==> config.mk <==
export PLATFORM = sky130hd
export DESIGN_NAME = soft_mask_iou_flat
export DESIGN_NICKNAME = d
export VERILOG_FILES = /design/src/design/smiou_pkg.sv /design/src/design/smiou_if.sv /design/src/design/smiou_front.sv /design/src/design/smiou_queue.sv /design/src/design/smiou_div.sv /design/src/design/soft_mask_iou.sv /design/src/flat_wrapper.sv
export SDC_FILE = /design/constraint.sdc
export NUM_CORES = 1
export LEC_CHECK = 0
export ABC_AREA = 1
export CORE_MARGIN = 2
export CORE_UTILIZATION = 55
export CTS_CLUSTER_DIAMETER = 200
export DETAILED_ROUTE_END_ITERATION = 16
export DONT_BUFFER_PORTS = 1
export PLACE_DENSITY = 0.7
export SYNTH_ARGS = -nofsm -noshare
export SYNTH_HDL_FRONTEND = slang
export SYNTH_SLANG_ARGS = --single-unit
==> constraint.sdc <==
create_clock -name clk -period 17.1 [get_ports clk]
set_clock_uncertainty 0.1 [all_clocks]
set_input_delay 0.855 -clock clk [delete_from_list [all_inputs] [get_ports clk]]
set_output_delay 0.855 -clock clk [all_outputs]
set_load 0.03 [all_outputs]
==> src/design/smiou_pkg.sv <==
// ----------------------------------------------------------------------------
// smiou_pkg
// Shared widths, constants and types of the soft mask IoU block.
// ----------------------------------------------------------------------------
package smiou_pkg;

  localparam int PIX_W          = 9;
  localparam int ACC_W          = 33;
  localparam int IOU_W          = 17;
  localparam int IOU_FRAC       = 16;
  localparam int QUOT_BITS      = 17;
  localparam int NUM_W          = ACC_W + IOU_FRAC + 1;
  localparam int QUEUE_DEPTH    = 2;
  localparam int DEF_MAX_PIXELS = 65536;
  localparam int DEF_FRAC_BITS  = 8;

  localparam logic [IOU_W-1:0] IOU_ONE = IOU_W'(65536);

  // sums of one finished mask pair
  typedef struct packed {
    logic [ACC_W-1:0] isum;
    logic [ACC_W-1:0] usum;
    logic             sat;
  } pair_t;

endpackage

==> src/design/smiou_if.sv <==
// ----------------------------------------------------------------------------
// smiou_if
// Valid/ready channels for pixel pairs and IoU results.
// ----------------------------------------------------------------------------
interface smiou_in_if import smiou_pkg::*; ();
  logic             valid;
  logic             ready;
  logic [PIX_W-1:0] pred_value;
  logic [PIX_W-1:0] truth_value;
  logic             last_pixel;

  modport source (output valid, pred_value, truth_value, last_pixel, input ready);
  modport sink   (input valid, pred_value, truth_value, last_pixel, output ready);
endinterface

interface smiou_out_if import smiou_pkg::*; ();
  logic             valid;
  logic             ready;
  logic [IOU_W-1:0] iou;
  logic             empty_union;
  logic             overflow;

  modport source (output valid, iou, empty_union, overflow, input ready);
  modport sink   (input valid, iou, empty_union, overflow, output ready);
endinterface

==> src/design/smiou_front.sv <==
// ----------------------------------------------------------------------------
// smiou_front
// Clamps each pixel pair, forms the intersection and union terms and keeps
// the saturating sums; a last pixel hands the pair's sums to the queue.
// ----------------------------------------------------------------------------
module smiou_front import smiou_pkg::*; #(
  parameter int MAX_PIXELS = DEF_MAX_PIXELS,
  parameter int FRAC_BITS  = DEF_FRAC_BITS
) (
  input  logic       clk,
  input  logic       rst_n,
  smiou_in_if.sink   in_pix,
  input  logic       q_full,
  output logic       push,
  output pair_t      push_data
);

  localparam int CLAMP_W = (FRAC_BITS + 1 > PIX_W) ? FRAC_BITS + 1 : PIX_W;
  localparam int TERM_W  = (FRAC_BITS + 10 > 18) ? FRAC_BITS + 10 : 18;
  localparam int CNT_W   = $clog2(MAX_PIXELS + 2);
  localparam logic [CLAMP_W-1:0] PIX_ONE = CLAMP_W'(1) << FRAC_BITS;
  localparam logic [CNT_W-1:0]   CNT_MAX = CNT_W'(MAX_PIXELS);

  logic [ACC_W-1:0] isum_r, usum_r;
  logic             sat_r;
  logic [CNT_W-1:0] cnt_r, cnt_nxt;

  logic [PIX_W-1:0]  a_c, b_c;
  logic [17:0]       prod;
  logic [TERM_W-1:0] uni;
  logic [ACC_W:0]    isum_wide, usum_wide;
  logic [ACC_W-1:0]  isum_nxt, usum_nxt;
  logic              sat_nxt;
  logic              accept;

  assign in_pix.ready = !q_full;
  assign accept       = in_pix.valid && in_pix.ready;

  // values above full scale count as full scale
  assign a_c = (CLAMP_W'(in_pix.pred_value) > PIX_ONE)  ? PIX_ONE[PIX_W-1:0] : in_pix.pred_value;
  assign b_c = (CLAMP_W'(in_pix.truth_value) > PIX_ONE) ? PIX_ONE[PIX_W-1:0] : in_pix.truth_value;

  assign prod = a_c * b_c;
  assign uni  = (TERM_W'({1'b0, a_c} + {1'b0, b_c}) << FRAC_BITS) - TERM_W'(prod);

  assign isum_wide = {1'b0, isum_r} + (ACC_W+1)'(prod);
  assign usum_wide = {1'b0, usum_r} + (ACC_W+1)'(uni);
  assign isum_nxt  = isum_wide[ACC_W] ? '1 : isum_wide[ACC_W-1:0];
  assign usum_nxt  = usum_wide[ACC_W] ? '1 : usum_wide[ACC_W-1:0];

  assign cnt_nxt = (cnt_r <= CNT_MAX) ? cnt_r + CNT_W'(1) : cnt_r;
  assign sat_nxt = sat_r || isum_wide[ACC_W] || usum_wide[ACC_W] || (cnt_nxt > CNT_MAX);

  assign push           = accept && in_pix.last_pixel;
  assign push_data.isum = isum_nxt;
  assign push_data.usum = usum_nxt;
  assign push_data.sat  = sat_nxt;

  always_ff @(posedge clk) begin
    if (!rst_n) begin
      isum_r <= '0;
      usum_r <= '0;
      sat_r  <= 1'b0;
      cnt_r  <= '0;
    end else if (accept) begin
      if (in_pix.last_pixel) begin
        isum_r <= '0;
        usum_r <= '0;
        sat_r  <= 1'b0;
        cnt_r  <= '0;
      end else begin
        isum_r <= isum_nxt;
        usum_r <= usum_nxt;
        sat_r  <= sat_nxt;
        cnt_r  <= cnt_nxt;
      end
    end
  end

  // per pixel a*b never exceeds the union term
  a_isum_le_usum: assert property (@(posedge clk) disable iff (!rst_n)
    isum_r <= usum_r) else $error("intersection sum above union sum");

  a_push_room: assert property (@(posedge clk) disable iff (!rst_n)
    push |-> !q_full) else $error("push into full queue");

endmodule

==> src/design/smiou_queue.sv <==
// ----------------------------------------------------------------------------
// smiou_queue
// Short queue of finished pair sums between the accumulator and the divider.
// ----------------------------------------------------------------------------
module smiou_queue import smiou_pkg::*; (
  input  logic  clk,
  input  logic  rst_n,
  input  logic  push,
  input  pair_t push_data,
  input  logic  pop,
  output pair_t head,
  output logic  q_valid,
  output logic  q_full
);

  localparam int PTR_W = (QUEUE_DEPTH > 1) ? $clog2(QUEUE_DEPTH) : 1;
  localparam int CNT_W = $clog2(QUEUE_DEPTH + 1);
  localparam logic [PTR_W-1:0] PTR_LAST = PTR_W'(QUEUE_DEPTH - 1);

  pair_t            entry_r [QUEUE_DEPTH];
  logic [PTR_W-1:0] wr_ptr_r, rd_ptr_r;
  logic [CNT_W-1:0] cnt_r;

  assign head    = entry_r[rd_ptr_r];
  assign q_valid = (cnt_r != '0);
  assign q_full  = (cnt_r == CNT_W'(QUEUE_DEPTH));

  always_ff @(posedge clk) begin
    if (push) begin
      entry_r[wr_ptr_r] <= push_data;
    end
  end

  always_ff @(posedge clk) begin
    if (!rst_n) begin
      wr_ptr_r <= '0;
      rd_ptr_r <= '0;
      cnt_r    <= '0;
    end else begin
      if (push) begin
        wr_ptr_r <= (wr_ptr_r == PTR_LAST) ? '0 : wr_ptr_r + PTR_W'(1);
      end
      if (pop) begin
        rd_ptr_r <= (rd_ptr_r == PTR_LAST) ? '0 : rd_ptr_r + PTR_W'(1);
      end
      if (push && !pop) begin
        cnt_r <= cnt_r + CNT_W'(1);
      end else if (pop && !push) begin
        cnt_r <= cnt_r - CNT_W'(1);
      end
    end
  end

endmodule

==> src/design/smiou_div.sv <==
// ----------------------------------------------------------------------------
// smiou_div
// Restoring divider, one quotient bit per cycle, forming the rounded ratio
// of the two sums and holding it in the result register.
// ----------------------------------------------------------------------------
module smiou_div import smiou_pkg::*; (
  input  logic       clk,
  input  logic       rst_n,
  input  pair_t      head,
  input  logic       q_valid,
  output logic       pop,
  smiou_out_if.source out_res
);

  localparam logic [1:0] S_IDLE = 2'd0;
  localparam logic [1:0] S_DIV  = 2'd1;
  localparam logic [1:0] S_DONE = 2'd2;
  localparam int STEP_W = $clog2(QUOT_BITS);

  logic [1:0]           state_r;
  logic [ACC_W-1:0]     usum_r, rem_r;
  logic [QUOT_BITS-1:0] nlo_r, q_r;
  logic [STEP_W-1:0]    step_r;
  logic                 empty_r, sat_r;
  logic                 out_valid_r, out_empty_r, out_ovf_r;
  logic [IOU_W-1:0]     out_iou_r;

  logic [NUM_W-1:0]     num;
  logic [ACC_W:0]       trial, diff;
  logic                 qbit;

  assign pop   = (state_r == S_IDLE) && q_valid;
  // numerator with half the divisor added for round to nearest
  assign num   = {1'b0, head.isum, IOU_FRAC'(0)} + NUM_W'(head.usum >> 1);
  assign trial = {rem_r, nlo_r[QUOT_BITS-1]};
  assign diff  = trial - {1'b0, usum_r};
  assign qbit  = (trial >= {1'b0, usum_r});

  assign out_res.valid       = out_valid_r;
  assign out_res.iou         = out_iou_r;
  assign out_res.empty_union = out_empty_r;
  assign out_res.overflow    = out_ovf_r;

  always_ff @(posedge clk) begin
    if (!rst_n) begin
      state_r     <= S_IDLE;
      out_valid_r <= 1'b0;
    end else begin
      if (out_res.ready && (state_r != S_DONE)) begin
        out_valid_r <= 1'b0;
      end
      unique case (state_r)
        S_IDLE: begin
          if (q_valid) begin
            usum_r <= head.usum;
            sat_r  <= head.sat;
            q_r    <= '0;
            if (head.usum == '0) begin
              empty_r <= 1'b1;
              state_r <= S_DONE;
            end else begin
              empty_r <= 1'b0;
              rem_r   <= num[NUM_W-1:QUOT_BITS];
              nlo_r   <= num[QUOT_BITS-1:0];
              step_r  <= STEP_W'(QUOT_BITS - 1);
              state_r <= S_DIV;
            end
          end
        end
        S_DIV: begin
          rem_r <= qbit ? diff[ACC_W-1:0] : trial[ACC_W-1:0];
          q_r   <= {q_r[QUOT_BITS-2:0], qbit};
          nlo_r <= nlo_r << 1;
          if (step_r == '0) begin
            state_r <= S_DONE;
          end else begin
            step_r <= step_r - STEP_W'(1);
          end
        end
        S_DONE: begin
          if (!out_valid_r || out_res.ready) begin
            out_valid_r <= 1'b1;
            out_iou_r   <= (q_r > IOU_ONE) ? IOU_ONE : q_r;
            out_empty_r <= empty_r;
            out_ovf_r   <= sat_r;
            state_r     <= S_IDLE;
          end
        end
        default: begin
          state_r <= S_IDLE;
        end
      endcase
    end
  end

  a_rem_below_div: assert property (@(posedge clk) disable iff (!rst_n)
    (state_r == S_DIV) |-> (rem_r < usum_r))
    else $error("partial remainder not below divisor");

  a_iou_capped: assert property (@(posedge clk) disable iff (!rst_n)
    out_valid_r |-> (out_iou_r <= IOU_ONE)) else $error("iou above one");

  a_empty_zero: assert property (@(posedge clk) disable iff (!rst_n)
    (out_valid_r && out_empty_r) |-> (out_iou_r == '0))
    else $error("empty union with nonzero iou");

endmodule

==> src/design/soft_mask_iou.sv <==
// ----------------------------------------------------------------------------
// soft_mask_iou
// Soft intersection over union of one pair of fuzzy masks, streamed as
// pixel pairs.
// ----------------------------------------------------------------------------
// Pixels are taken at one per cycle: the accumulator adds the intersection
// term a*b and the union term a+b-a*b of every pixel into saturating 33-bit
// sums. The pixel marked last pushes the pair's sums into a two-entry queue
// and the sums restart at zero. A restoring divider takes one queued pair at
// a time: a load step, 17 quotient-bit steps and a hand-off step into the
// result register, with the quotient steps skipped when the union sum is
// zero. While results are taken, a pair of at least 19 pixels never slows
// the pixel stream; shorter pairs back up into the queue and the
// input stalls while it is full, as it does while a result waits to be
// taken. A result transaction carries iou (65536 means 1.0, rounded to
// nearest), empty_union when the union sum was zero (iou then 0), and
// overflow when a sum saturated or the pair ran past MAX_PIXELS pixels.
module soft_mask_iou import smiou_pkg::*; #(
  parameter int MAX_PIXELS = DEF_MAX_PIXELS,
  parameter int FRAC_BITS  = DEF_FRAC_BITS
) (
  input  logic        clk,
  input  logic        rst_n,
  smiou_in_if.sink    in_pix,
  smiou_out_if.source out_res
);

  logic  push, pop, q_full, q_valid;
  pair_t push_data, head;

  smiou_front #(
    .MAX_PIXELS (MAX_PIXELS),
    .FRAC_BITS  (FRAC_BITS)
  ) u_front (
    .clk       (clk),
    .rst_n     (rst_n),
    .in_pix    (in_pix),
    .q_full    (q_full),
    .push      (push),
    .push_data (push_data)
  );

  smiou_queue u_queue (
    .clk       (clk),
    .rst_n     (rst_n),
    .push      (push),
    .push_data (push_data),
    .pop       (pop),
    .head      (head),
    .q_valid   (q_valid),
    .q_full    (q_full)
  );

  smiou_div u_div (
    .clk     (clk),
    .rst_n   (rst_n),
    .head    (head),
    .q_valid (q_valid),
    .pop     (pop),
    .out_res (out_res)
  );

endmodule
==> src/flat_wrapper.sv <==
// flat-port wrapper written by rule: the top's interface ports become plain ports
module soft_mask_iou_flat import smiou_pkg::*;
#(
  parameter int MAX_PIXELS = DEF_MAX_PIXELS,
  parameter int FRAC_BITS  = DEF_FRAC_BITS
)
  (clk, rst_n, in_pix_valid, in_pix_pred_value, in_pix_truth_value, in_pix_last_pixel, in_pix_ready, out_res_valid, out_res_iou, out_res_empty_union, out_res_overflow, out_res_ready);
  smiou_in_if in_pix_i ();
  smiou_out_if out_res_i ();
  input  logic clk;
  input  logic rst_n;
  input wire logic [$bits(in_pix_i.valid)-1:0] in_pix_valid;
  input wire logic [$bits(in_pix_i.pred_value)-1:0] in_pix_pred_value;
  input wire logic [$bits(in_pix_i.truth_value)-1:0] in_pix_truth_value;
  input wire logic [$bits(in_pix_i.last_pixel)-1:0] in_pix_last_pixel;
  output wire logic [$bits(in_pix_i.ready)-1:0] in_pix_ready;
  output wire logic [$bits(out_res_i.valid)-1:0] out_res_valid;
  output wire logic [$bits(out_res_i.iou)-1:0] out_res_iou;
  output wire logic [$bits(out_res_i.empty_union)-1:0] out_res_empty_union;
  output wire logic [$bits(out_res_i.overflow)-1:0] out_res_overflow;
  input wire logic [$bits(out_res_i.ready)-1:0] out_res_ready;
  assign in_pix_i.valid = in_pix_valid;
  assign in_pix_i.pred_value = in_pix_pred_value;
  assign in_pix_i.truth_value = in_pix_truth_value;
  assign in_pix_i.last_pixel = in_pix_last_pixel;
  assign in_pix_ready = in_pix_i.ready;
  assign out_res_valid = out_res_i.valid;
  assign out_res_iou = out_res_i.iou;
  assign out_res_empty_union = out_res_i.empty_union;
  assign out_res_overflow = out_res_i.overflow;
  assign out_res_i.ready = out_res_ready;
  soft_mask_iou #(.MAX_PIXELS(MAX_PIXELS), .FRAC_BITS(FRAC_BITS)) u_core (.clk(clk), .rst_n(rst_n), .in_pix(in_pix_i), .out_res(out_res_i));
endmodule
Word-level counts from Yosys, hierarchy flattened
Memory sizes are Yosys's and may differ from the RTL's. A register that Yosys moved wholly into a read port is not among the register bits.
Index checks and enable logic that the tools add are counted.
{"block": "word_totals", "mem_count": 1, "in_bits": 23, "ramBits": 134, "wordCells": 113, "out_inout_bits": 21, "register_bits": 217}
{"block": "classes", "n_eq_ne": 9, "addsub": 12, "n_mux": 39, "n_mul": 1, "reduce_logical": 26, "order_cmp": 6}
{"name": "u_core.u_queue.entry_r", "depth": 2, "word_bits": 67, "rd": 1, "rd_clocked_by_memory_dff": 1, "wr": 1, "line": "smiou_queue.sv:20", "text": "pair_t entry_r [QUEUE_DEPTH];"}
{"cell": "$mux 33", "n": 7}
{"cell": "$mux 17", "n": 5}
{"cell": "$add 33x18->34", "n": 2}
{"cell": "$pmux 17 s2", "n": 2}
{"cell": "$pmux 33 s2", "n": 1}
{"cell": "$add 49x32->50", "n": 1}
{"cell": "$ge 34x33->1", "n": 1}
{"cell": "$gt 17x17->1 const B", "n": 2}
{"cell": "$logic_not 33->1", "n": 1}
{"cell": "$sub 33x33->33", "n": 1}
{"cell": "$gt 9x9->1 const B", "n": 2}
{"cell": "$mul 9x9->18", "n": 1}
{"cell": "$mux 9", "n": 2}
{"cell": "$sub 18x18->18", "n": 1}
{"cell": "$add 17x1->17 const B", "n": 1}
{"cell": "$le 17x17->1 const B", "n": 1}
{"cell": "$mux 5", "n": 3}
{"cell": "$mux 2", "n": 6}
{"cell": "$ne 2x2->1 const B", "n": 6}
{"cell": "$reduce_and 3->1", "n": 4}
{"cell": "$mux 1", "n": 11}
{"cell": "$add 9x9->10", "n": 1}
{"cell": "$pmux 5 s2", "n": 1}
{"cell": "$logic_and 1x1->1", "n": 6}
{"cell": "14 further kinds", "n": 24}

Depth between registers and ports, before layout
Gate-level depths: netlist (run 1).
{"block": "logic_depth", "ltp_word": 8, "depth_mapped": 49, "mapped_depth_nobuf": 49}

Cells and area by module
Synthesis (run 1) repeated with hierarchy kept, for this count alone.
{"block": "unflattened", "hier_cells": 3192, "area_unflattened_um2": 25630.8}
{"mod": "smiou_front", "area_per_inst_um2": 10760.3, "cells_each": 1590, "seq_area_each_um2": 1681.6, "instances": 1}
{"mod": "smiou_div", "area_per_inst_um2": 9695.5, "cells_each": 1359, "seq_area_each_um2": 3843.7, "instances": 1}
{"mod": "smiou_queue", "area_per_inst_um2": 5175.0, "cells_each": 243, "seq_area_each_um2": 4124.0, "instances": 1}

Worst setup path after synthesis (run 1)
Ideal clock, no wire load.
{"block": "synth_path", "path_kind": "input -> register", "from": "input port in_pix_pred_value[6]", "to": "register u_core.u_front.usum_r[0]", "cell_stages": 43, "path_slack_ns": 8.887, "t_required_ns": 16.930, "path_buffers": 0, "setup_time_ns": 0.070, "arrival_time_ns": 8.042, "cell_sequence": "inv_1 -> nand4_1 -> nor2_1 -> a31oi_1 -> inv_1 -> nand2_1 -> inv_1 -> ha_1 -> fa_1 -> fa_1 -> inv_1 -> fa_1 -> fa_1 -> inv_1 -> ha_1 -> nand2_1 -> o21ai_0 -> a21oi_1 -> [... 7 more ...] -> nand2_1 -> nand3_1 -> or2_2 -> nand2_1 -> nand2_1 -> nand2_1 -> inv_1 -> ha_1 -> nand2_1 -> nor3_1 -> nand3_1 -> nand3_1 -> nor3b_4 -> nand2_1 -> nor2_1 -> or2_2 -> nand2_1 -> a21oi_1"}
{"item": "start: declaration", "line": "flat_wrapper.sv:13", "text": "input wire logic [$bits(in_pix_i.pred_value)-1:0] in_pix_pred_value;"}
{"item": "end signal: assignment", "line": "smiou_front.sv:73", "text": "usum_r <= usum_nxt;"}
{"item": "end: declaration", "line": "smiou_front.sv:24", "text": "logic [ACC_W-1:0] isum_r, usum_r;"}

==> results of run 1 <==
flip-flops by register name (all words and copies together) (netlist names), 2 cells and up, named ones only:
name                      cells
u_core.u_queue.cnt_r          2
u_core.u_div.rem_r           33
u_core.u_div.state_r          2
u_core.u_div.usum_r          33
u_core.u_div.q_r             17
u_core.u_front.cnt_r         17
u_core.u_div.out_res.iou     17
u_core.u_queue.entry_r      134
u_core.u_div.nlo_r           17
u_core.u_front.usum_r        33
u_core.u_front.isum_r        33
u_core.u_div.step_r           5
power groups by stage:
stage	logic [mW]	registers [mW]	clock network, mW
6_report	1.81	1.29	0.795
5_1_grt	2.03	1.31	0.843
4_1_cts	1.80	1.29	0.811
3_5_place_dp	1.79	1.31	0
3_3_place_gp	1.75	1.30	0
2_1_floorplan	1.36	1.27	0
worst max-delay path: cells and delay by family:
kind	cells	cell delay, ps
fa+ha+maj	8	3220
buf+inv	8	610
compound gates	5	1090
simple gates	21	3390
xor+xnor	1	220
path summary, 6_finish.rpt:
| path | from | end | slack (ps) | cells past startpoint |
|---|---|---|---|---|
| worst min-delay path | rst_n | u_core.u_queue.cnt_r[1]$_SDFFE_PN0P_ | 330 | 2 |
| worst max-delay path | in_pix_truth_value[7] | u_core.u_front.usum_r[12]$_SDFFE_PN0P_ | 8060 | 43 |
| worst min register to register | u_core.u_div.empty_r$_DFFE_PP_ | u_core.u_div.out_res.empty_union$_DFFE_PP_ | 340 | 0 |
| worst max register to register | flip-flop | u_core.u_div.rem_r[31]$_DFFE_PP_ | 12570 | 17 |
layer usage:
layer  routed length, um  part of all wire (%)  vias up
met1               26100                    44     8943
met5                   0                     0        -
met4                1440                   2.4        0
met3                3110                   5.3       93
met2               28300                    48      476
li1                    -                     -     9425
cell type report:
class / instances / area, um^2 / area share [%]
Multi-Input combinational cell: 1991 / 12500 / 48.3
Tap cell: 585 / 732 / 2.84
Clock inverter: 16 / 138 / 0.533
Inverter: 449 / 1690 / 6.53
Timing Repair Buffer: 13 / 97.6 / 0.378
Sequential cell: 352 / 9650 / 37.4
Clock buffer: 53 / 1050 / 4.06
placed cells by master, fill, tap and decap left out, types with 55 or more instances in the layout:
master and n:
fa_1 55, nor2_1 230, ha_1 146, edfxtp_1 260, inv_1 445, xor2_1 80, o21ai_0 132, dfxtp_1 91
a21oi_1 192, nand2_1 597, nand3_1 119
through the flow:
step                std cells  utilization [%]
floorplan                2857                -
global placement         3390             57.0
detailed placement       3390             57.0
CTS                      3459             59.8
global route             3459             59.8
finish                   3459             59.8
cell families (layout without fill, tap and decap cells):
group	count (synthesis)	in the layout	synth area share (%)
adders and majority gates	201	201	12.1
buffers and inverters	514	531	8.53
AOI/OAI and AO/OA	462	462	11.1
DFF	352	352	40.0
muxes	42	42	1.90
and+or+nand+nor	1173	1173	22.2
xor gates and xnor gates	113	113	4.10
==> impl_metrics.env, run 1 <==
export IMPL_status="finished, final reports clean"
export IMPL_total_power_mw=3.90
export IMPL_die_area_um2=45500
export IMPL_min_period_over_period_pct=52.9
export IMPL_vias_per_cell=5.47
export IMPL_combinationalPowerShare_pct=46.5
export IMPL_finalHoldViolCount=0
export IMPL_yosysTopAreaCell="edfxtp_1"
export IMPL_finalInstanceArea_um2=25800
export IMPL_numCtsBuffers=39
export IMPL_p_leak_nw=11.2
export IMPL_grt_util_met2_pct=44.6
export IMPL_synth_flop_cell="edfxtp_1"
export IMPL_vias=18900
export IMPL_dr_pass1_iters=9
export IMPL_io_buffers=0
export IMPL_power_switching_mw=1.64
export IMPL_required_ps=17470
export IMPL_power_internal_mw=2.26
export IMPL_power_share_clock_pct=20.4
export IMPL_grt_max_degree=86
export IMPL_synth_cell_types=60
export IMPL_irDropWorstVdd_mv=0.0765
export IMPL_initial_utilization_pct=55.9
export IMPL_clk_latency_ps=560
export IMPL_cp_slowest_cell="fa_1"
export IMPL_synth_top_area_share_pct=32.4
export IMPL_synth_edf_count=260
export IMPL_track_usage_pct=26.4
export IMPL_finalSetupViolations=0
export IMPL_rows=76
export IMPL_cp_max_fo=8
export IMPL_maxCapViolCount=0
export IMPL_use_met1_pct=35.6
export IMPL_crit_path_end_kind="flip-flop"
export IMPL_grt_use_met3_pct=3.73
export IMPL_rsz0062_at_grt="no"
export IMPL_antenna_found_initial=0
export IMPL_path_clk_slew_ps=60
export IMPL_cts_tree="yes"
export IMPL_async_reset_ff_share_pct=0
export IMPL_setup_slack_ps=8060
export IMPL_num_antenna_cells=0
export IMPL_mappedNetlistArea_um2=24100
export IMPL_pre_cts_slack_ps=7500
export IMPL_coreArea_um2=43200
export IMPL_drc=0
export IMPL_grt_pass1_vias=18300
export IMPL_post_dp_hpwl_um=44600
export IMPL_synthTopCellsByArea="edfxtp_1, nand2_1, dfxtp_1"
export IMPL_io_pins=44
export IMPL_yosysSeqAreaShare_pct=40.0
export IMPL_drt_iter0_markers=1578
export IMPL_fillCellCount=3806
export IMPL_clock_sinks=352
export IMPL_die_h_um=213
export IMPL_cp_arrival_ps=9410
export IMPL_nets=3070
export IMPL_drive_gt1_share_pct=8.94
export IMPL_yosys_warnings=0
export IMPL_crit_type="primary input to flip-flop"
export IMPL_area_growth_syn_to_layout_pct=7.03
export IMPL_p_sw_share_pct=42.1
export IMPL_tns_ps=0
export IMPL_syn_area_per_cell_um2=8.44
export IMPL_postCtsSetupBuffers=0
export IMPL_netlist_instances=2857
export IMPL_clk_path_buf_depth=3
export IMPL_die_w_um=213
export IMPL_ant_nets=0
export IMPL_totalWireLength_um=58900
export IMPL_power_density_nw_per_um2=151
export IMPL_cpPeakStageDelay_ps=540
export IMPL_grt_pass1_wl_um=94800
export IMPL_cts_hold_buf=0
export IMPL_ctsResizeCount=0
export IMPL_wire_per_inst_um=17.0
export IMPL_ys_ff_latch=352
export IMPL_cts_root_buffer_cell="clkbuf_16"
export IMPL_synth_fp_nets=3081
export IMPL_h_tree_depth=2
export IMPL_p_seq_share_pct=33.1
export IMPL_synth_most_common_cell="nand2_1"
export IMPL_timing_hold_worst_class="primary input to flip-flop"
export IMPL_fmax_mhz=111
export IMPL_slew_violations=0
export IMPL_maxSlewHeadroom_pct=22.0
export IMPL_grt_busiest_layer="met2"
export IMPL_synth_commonest_cells="nand2_1, inv_1, edfxtp_1"
export IMPL_dpl_cell_area_um2=24600
export IMPL_startpoint_type="primary input"
export IMPL_overflow=0
export IMPL_min_period_ps=9040
export IMPL_cpMostUsedCell="nand2_1"
export IMPL_worst_slew_pin_slew_ps=1160
export IMPL_whs_ps=334
export IMPL_place_gp_congestion=0.916
Power figures use the tool's default switching activity.
==> run 2: changes to the inputs <==
==> constraint.sdc (replaced) <==
create_clock -name clk -period 8.4 [get_ports clk]
set_clock_uncertainty 0.1 [all_clocks]
set_input_delay 0.42 -clock clk [delete_from_list [all_inputs] [get_ports clk]]
set_output_delay 0.42 -clock clk [all_outputs]
set_load 0.03 [all_outputs]
==> run 2 against run 1 <==
First-iteration DRC count fell by 15%; sequential share of layout area fell by 0.82 points; die area did not move; setup slack got worse by 7400 ps; non-clock buffer count rose by 51; critical endpoint is now u_core.u_front.usum_r[28]$_SDFFE_PN0P_; power rose by 110%; clock-buffer cell count fell by 4; combinational power rose by 110%; via count rose by 0.96%; final area rose by 2.2%; global-route usage fell by 0.10 points.
==> impl_metrics.env, run 2 (synthesis gave the netlist of run 1 again) <==
export IMPL_clock_sinks=352
export IMPL_status="finished, final reports clean"
export IMPL_final_cell_mix="nand2_1, inv_1, edfxtp_1, nor2_1, a21oi_1"
export IMPL_rows=76
export IMPL_min_period_ps=7770
export IMPL_grt_pass1_wl_um=94800
export IMPL_overflow=0
export IMPL_total_power_mw=8.25
export IMPL_pre_cts_slack_ps=-322
export IMPL_clk_path_buf_depth=3
export IMPL_io_buffers=0
export IMPL_wire_per_inst_um=16.8
export IMPL_totalWireLength_um=58900
export IMPL_cp_arrival_ps=8090
export IMPL_largest_reg_flops=134
export IMPL_power_switching_mw=3.46
export IMPL_dpl_cell_area_um2=25000
export IMPL_final_cells=3511
export IMPL_place_gp_congestion=0.946
export IMPL_fmax_mhz=129
export IMPL_drt_iter0_markers=1344
export IMPL_coreArea_um2=43200
export IMPL_finalInstanceArea_um2=26400
export IMPL_maxCapViolCount=0
export IMPL_grt_pass1_vias=18500
export IMPL_ant_nets=0
export IMPL_cp_slowest_cell="fa_1"
export IMPL_timing_hold_worst_class="primary input to flip-flop"
export IMPL_top_register="u_core.u_queue.entry_r"
export IMPL_path_clk_slew_ps=60
export IMPL_p_seq_share_pct=32.2
export IMPL_min_path_cells=4
export IMPL_drive_gt1_share_pct=11.3
export IMPL_cpMostUsedCell="nand2_1"
export IMPL_clk_latency_ps=570
export IMPL_setup_slack_ps=628
export IMPL_h_tree_depth=2
export IMPL_place_inst=3435
export IMPL_antenna_found_initial=0
export IMPL_io_pins=44
export IMPL_cp_max_fo=7
export IMPL_area_growth_syn_to_layout_pct=9.42
export IMPL_vias=19100
export IMPL_initial_utilization_pct=55.9
export IMPL_min_period_over_period_pct=92.5
export IMPL_irDropWorstVdd_mv=0.181
export IMPL_cpPeakStageDelay_ps=570
export IMPL_die_h_um=213
export IMPL_power_share_clock_pct=21.0
export IMPL_slew_violations=0
export IMPL_maxSlewHeadroom_pct=17.9
export IMPL_required_ps=8720
export IMPL_crit_path_end_kind="flip-flop"
export IMPL_cts_root_buffer_cell="clkbuf_16"
export IMPL_finalHoldViolCount=0
export IMPL_post_dp_hpwl_um=45100
export IMPL_final_common_cell="nand2_1"
export IMPL_drc=0
export IMPL_num_antenna_cells=0
export IMPL_worst_slew_pin_slew_ps=1220
export IMPL_vias_per_cell=5.45
export IMPL_p_sw_share_pct=42.0
export IMPL_numCtsBuffers=38
export IMPL_power_density_nw_per_um2=313
export IMPL_track_usage_pct=26.3
export IMPL_whs_ps=166
export IMPL_cts_tree="yes"
export IMPL_p_leak_nw=11.5
export IMPL_crit_type="primary input to flip-flop"
export IMPL_dr_pass1_iters=6
export IMPL_finalSetupViolations=0
export IMPL_power_internal_mw=4.78
export IMPL_reg2reg_depth=13
export IMPL_startpoint_type="primary input"
export IMPL_grt_max_degree=93
export IMPL_die_area_um2=45500
export IMPL_path_buf_inv=7
export IMPL_nets=3120
export IMPL_die_w_um=213
export IMPL_fillCellCount=3835
export IMPL_cp_depth=40
export IMPL_combinationalPowerShare_pct=46.9
export IMPL_cp_top_family="adder cells"
-- run 2: final timing paths --
path / from / to / slack (ps)
worst min-delay path: in_pix_last_pixel / u_core.u_queue.wr_ptr_r$_SDFFE_PN0P_ / 170
worst max register to register: flip-flop / u_core.u_div.rem_r[17]$_DFFE_PP_ / 3980
worst min register to register: u_core.u_div.sat_r$_DFFE_PP_ / u_core.u_div.out_res.overflow$_DFFE_PP_ / 320
worst max-delay path: in_pix_pred_value[6] / u_core.u_front.usum_r[28]$_SDFFE_PN0P_ / 630
-- run 2: final cells by class --
| cell class | count | area [um^2] | share of cell area, % |
|---|---|---|---|
| timing repair buffer | 64 | 500 | 1.90 |
| clock inverter | 21 | 253 | 0.958 |
| multi-input combinational | 1991 | 12500 | 47.4 |
| inverter | 449 | 1690 | 6.39 |
| sequential | 352 | 9650 | 36.6 |
| clock buffer | 49 | 1040 | 3.95 |
| tap | 585 | 732 | 2.77 |
-- run 2: timing repair --
| item | in CTS | in global routing |
|---|---|---|
| endpoints found under the hold margin | 11 | 0 |
| endpoints found under the setup margin | 0 | 102 |
| hold buffers | 3 | 0 |
| resized for setup | 0 | 20 |
| buffers inserted | 0 | 3 |
-- run 2: metrics by stage --
| stage | utilization, % | setup TNS (ps) |
|---|---|---|
| detailed placement | 57.8 | -8160 |
| finish | 61.1 | 0 |
| global route | 61.1 | -106 |
| CTS | 60.9 | 0 |
| floorplan | - | 0 |
| global placement | 57.8 | -101 |
-- run 2: power by group through the flow --
stage	sequential, mW	clock, mW	combinational (mW)
after floorplan	2.59	0	2.78
after global placement	2.67	0	3.73
after detailed placement	2.69	0	3.80
after CTS	2.65	1.76	3.83
after global routing	2.69	1.83	4.30
final	2.65	1.73	3.86
-- run 2: per-layer routing --
layer  track usage [%]  routed length (um)  up-vias
met5                 0                   0        -
met4              6.99                1400        0
met3              2.94                2400       90
met2              45.0               28500      410
met1              35.7               26600     9089
li1                  -                   -     9529
-- run 2: worst register-to-register path: cells and delay by family, from the launching register on --
family                   cells  cell delay (ps)
adder cells (fa/ha/maj)      1              550
AO/OA/AOI/OAI                7             1770
buffers and inverters        1               80
AND/OR/NAND/NOR              3              370
flip-flops                   1              990
XOR/XNOR                     1              280
==> run 3: changes to the inputs <==
--- a/config.mk
+++ b/config.mk
@@ -6,11 +6,13 @@
 export NUM_CORES = 1
 export LEC_CHECK = 0
 export ABC_AREA = 1
+export CORE_ASPECT_RATIO = 0.9
 export CORE_MARGIN = 2
 export CORE_UTILIZATION = 55
 export CTS_CLUSTER_DIAMETER = 200
 export DETAILED_ROUTE_END_ITERATION = 16
 export DONT_BUFFER_PORTS = 1
+export MAX_ROUTING_LAYER = met4
 export PLACE_DENSITY = 0.7
 export SYNTH_ARGS = -nofsm -noshare
 export SYNTH_HDL_FRONTEND = slang
==> run 3 against run 2 <==
Clock-buffer cell count shrank 8; critical path depth up 4; die area is essentially flat; global-route usage increased by 1.6 points; fmax shrank 0.60%; hold slack lost 120 ps; clock power decreased by 4%; power decreased by 0.70%; non-clock buffer count rose by 1; setup slack got worse by 47 ps; via count rose by 0.48%; final area decreased by 0.39%; largest power group unchanged; highest routed layer unchanged.
==> impl_metrics.env, run 3 (synthesis gave the netlist of run 1 again) <==
export IMPL_nets=3121
export IMPL_ant_nets=0
export IMPL_rows=72
export IMPL_cp_max_fo=7
export IMPL_total_power_mw=8.19
export IMPL_vias=19200
export IMPL_cp_arrival_ps=8110
export IMPL_finalHoldViolCount=0
export IMPL_post_dp_hpwl_um=46500
export IMPL_final_cell_mix="nand2_1, inv_1, edfxtp_1, nor2_1, a21oi_1"
export IMPL_finalInstanceArea_um2=26300
export IMPL_pre_cts_slack_ps=-245
export IMPL_utilization_pct=60.9
export IMPL_worst_slew_pin_slew_ps=1060
export IMPL_grt_pass1_vias=18400
export IMPL_fillCellCount=3737
export IMPL_required_ps=8700
export IMPL_drt_iter0_markers=1494
export IMPL_postCtsSetupBuffers=0
export IMPL_grt_max_degree=93
export IMPL_vias_per_cell=5.52
export IMPL_rsz0062_at_grt="no"
export IMPL_dpl_cell_area_um2=25000
export IMPL_die_h_um=203
export IMPL_crit_path_end_kind="flip-flop"
export IMPL_numCtsBuffers=38
export IMPL_power_density_nw_per_um2=312
export IMPL_final_common_cell="nand2_1"
export IMPL_min_period_ps=7820
export IMPL_irDropWorstVdd_mv=0.158
export IMPL_dr_pass1_iters=7
export IMPL_p_leak_nw=11.5
export IMPL_maxCapViolCount=0
export IMPL_cts_tree="yes"
export IMPL_setup_slack_ps=581
export IMPL_clk_latency_ps=560
export IMPL_area_growth_syn_to_layout_pct=8.99
export IMPL_coreArea_um2=43200
export IMPL_status="finished, final reports clean"
export IMPL_grt_pass1_wl_um=98400
export IMPL_drive_gt1_share_pct=11.1
export IMPL_timing_hold_worst_class="primary input to flip-flop"
export IMPL_largest_reg_flops=134
export IMPL_cpPeakStageDelay_ps=550
export IMPL_cp_slowest_cell="fa_1"
export IMPL_track_usage_pct=27.9
export IMPL_antenna_found_initial=0
export IMPL_fmax_mhz=128
export IMPL_startpoint_type="primary input"
export IMPL_crit_type="primary input to flip-flop"
export IMPL_io_pins=44
export IMPL_initial_utilization_pct=55.9
export IMPL_slew_violations=0
export IMPL_cpMostUsedCell="inv_1"
export IMPL_die_w_um=225
export IMPL_cp_top_family="adder cells"
export IMPL_overflow=0
export IMPL_maxSlewHeadroom_pct=29.3
export IMPL_tns_ps=0
export IMPL_path_buf_inv=11
export IMPL_top_register="u_core.u_queue.entry_r"
export IMPL_finalSetupViolations=0
export IMPL_min_period_over_period_pct=93.1
export IMPL_die_area_um2=45500
export IMPL_place_gp_congestion=0.938
export IMPL_num_antenna_cells=0
export IMPL_path_clk_slew_ps=60
export IMPL_cts_root_buffer_cell="clkbuf_16"
export IMPL_h_tree_depth=2
export IMPL_cp_depth=44
export IMPL_io_buffers=0
export IMPL_wire_per_inst_um=17.4
export IMPL_totalWireLength_um=60400
export IMPL_reg2reg_depth=13
export IMPL_min_path_cells=3
export IMPL_drc=0
export IMPL_clock_sinks=352
export IMPL_clk_path_buf_depth=3
run 3: cell count changes in the layout (fill, tap and decap cells not counted), moves of 2 or more:
cell / previous run / this run
clkinv_1: 2 / 9
clkbuf_8: 3 / 0
a21oi_2: 35 / 32
nor2_2: 6 / 4
inv_8: 2 / 0
a21oi_1: 189 / 192
inv_6: 3 / 5
clkinv_2: 6 / 8
nor2_1: 225 / 227
o21ai_1: 11 / 13
clkbuf_1: 7 / 2
run 3: worst reg2reg max path: cells and delay by family, from the launching register on:
kind            cells  cell delay, ps
flops               1            1020
buf+inv             1             100
simple gates        3             380
xor+xnor            1             310
fa+ha+maj           1             580
compound gates      7            1730
run 3: per-layer routing:
metal  wire length [um]  vias to the layer above  GRT usage (%)
li1                   -                     9530              -
met2              27300                      521           42.5
met5                  0                        -              -
met4               1470                        0           7.99
met3               2810                       94           2.69
met1              28800                     9064           39.9
run 3: area by class of cell:
cell class	instances	area (um^2)	area share, %
Tap cell	555	694	2.64
Sequential cell	352	9650	36.7
Multi-Input combinational cell	1991	12500	47.6
Clock inverter	28	245	0.933
Clock buffer	41	983	3.74
Timing Repair Buffer	65	509	1.94
Inverter	449	1690	6.42
run 3: path summary, 6_finish.rpt:
| path | to | slack, ps | startpoint |
|---|---|---|---|
| min reg2reg | u_core.u_div.out_res.overflow$_DFFE_PP_ | 320 | u_core.u_div.sat_r$_DFFE_PP_ |
| max | u_core.u_front.usum_r[1]$_SDFFE_PN0P_ | 580 | in_pix_pred_value[6] |
| min | u_core.u_front.cnt_r[0]$_SDFFE_PN0P_ | 50 | in_pix_last_pixel |
| max reg2reg | u_core.u_div.rem_r[17]$_DFFE_PP_ | 3900 | flip-flop |
run 3: metrics by stage:
| step | hold WS [ps] | std cells |
|---|---|---|
| after CTS | 16.3 | 3481 |
| final | 50.5 | 3481 |
| after global routing | 44.7 | 3481 |
| after detailed placement | 307 | 3410 |
| after floorplan | 300 | 2857 |
| after global placement | 307 | 3410 |
run 3: what timing repair did:
| action | 4_1_cts | 5_1_grt |
|---|---|---|
| endpoints found under the hold margin | 6 | 0 |
| gates resized for setup | 0 | 16 |
| setup endpoints to repair | 0 | 100 |
| hold buffers | 2 | 0 |
run 3: power by group:
part / total, mW / leakage (nW) / internal, mW / switching, mW
combinational: 3.87 / 7.67 / 1.35 / 2.52
clock: 1.66 / 0.600 / 0.951 / 0.710
sequential: 2.65 / 3.19 / 2.45 / 0.208
total: 8.19 / 11.5 / 4.75 / 3.44
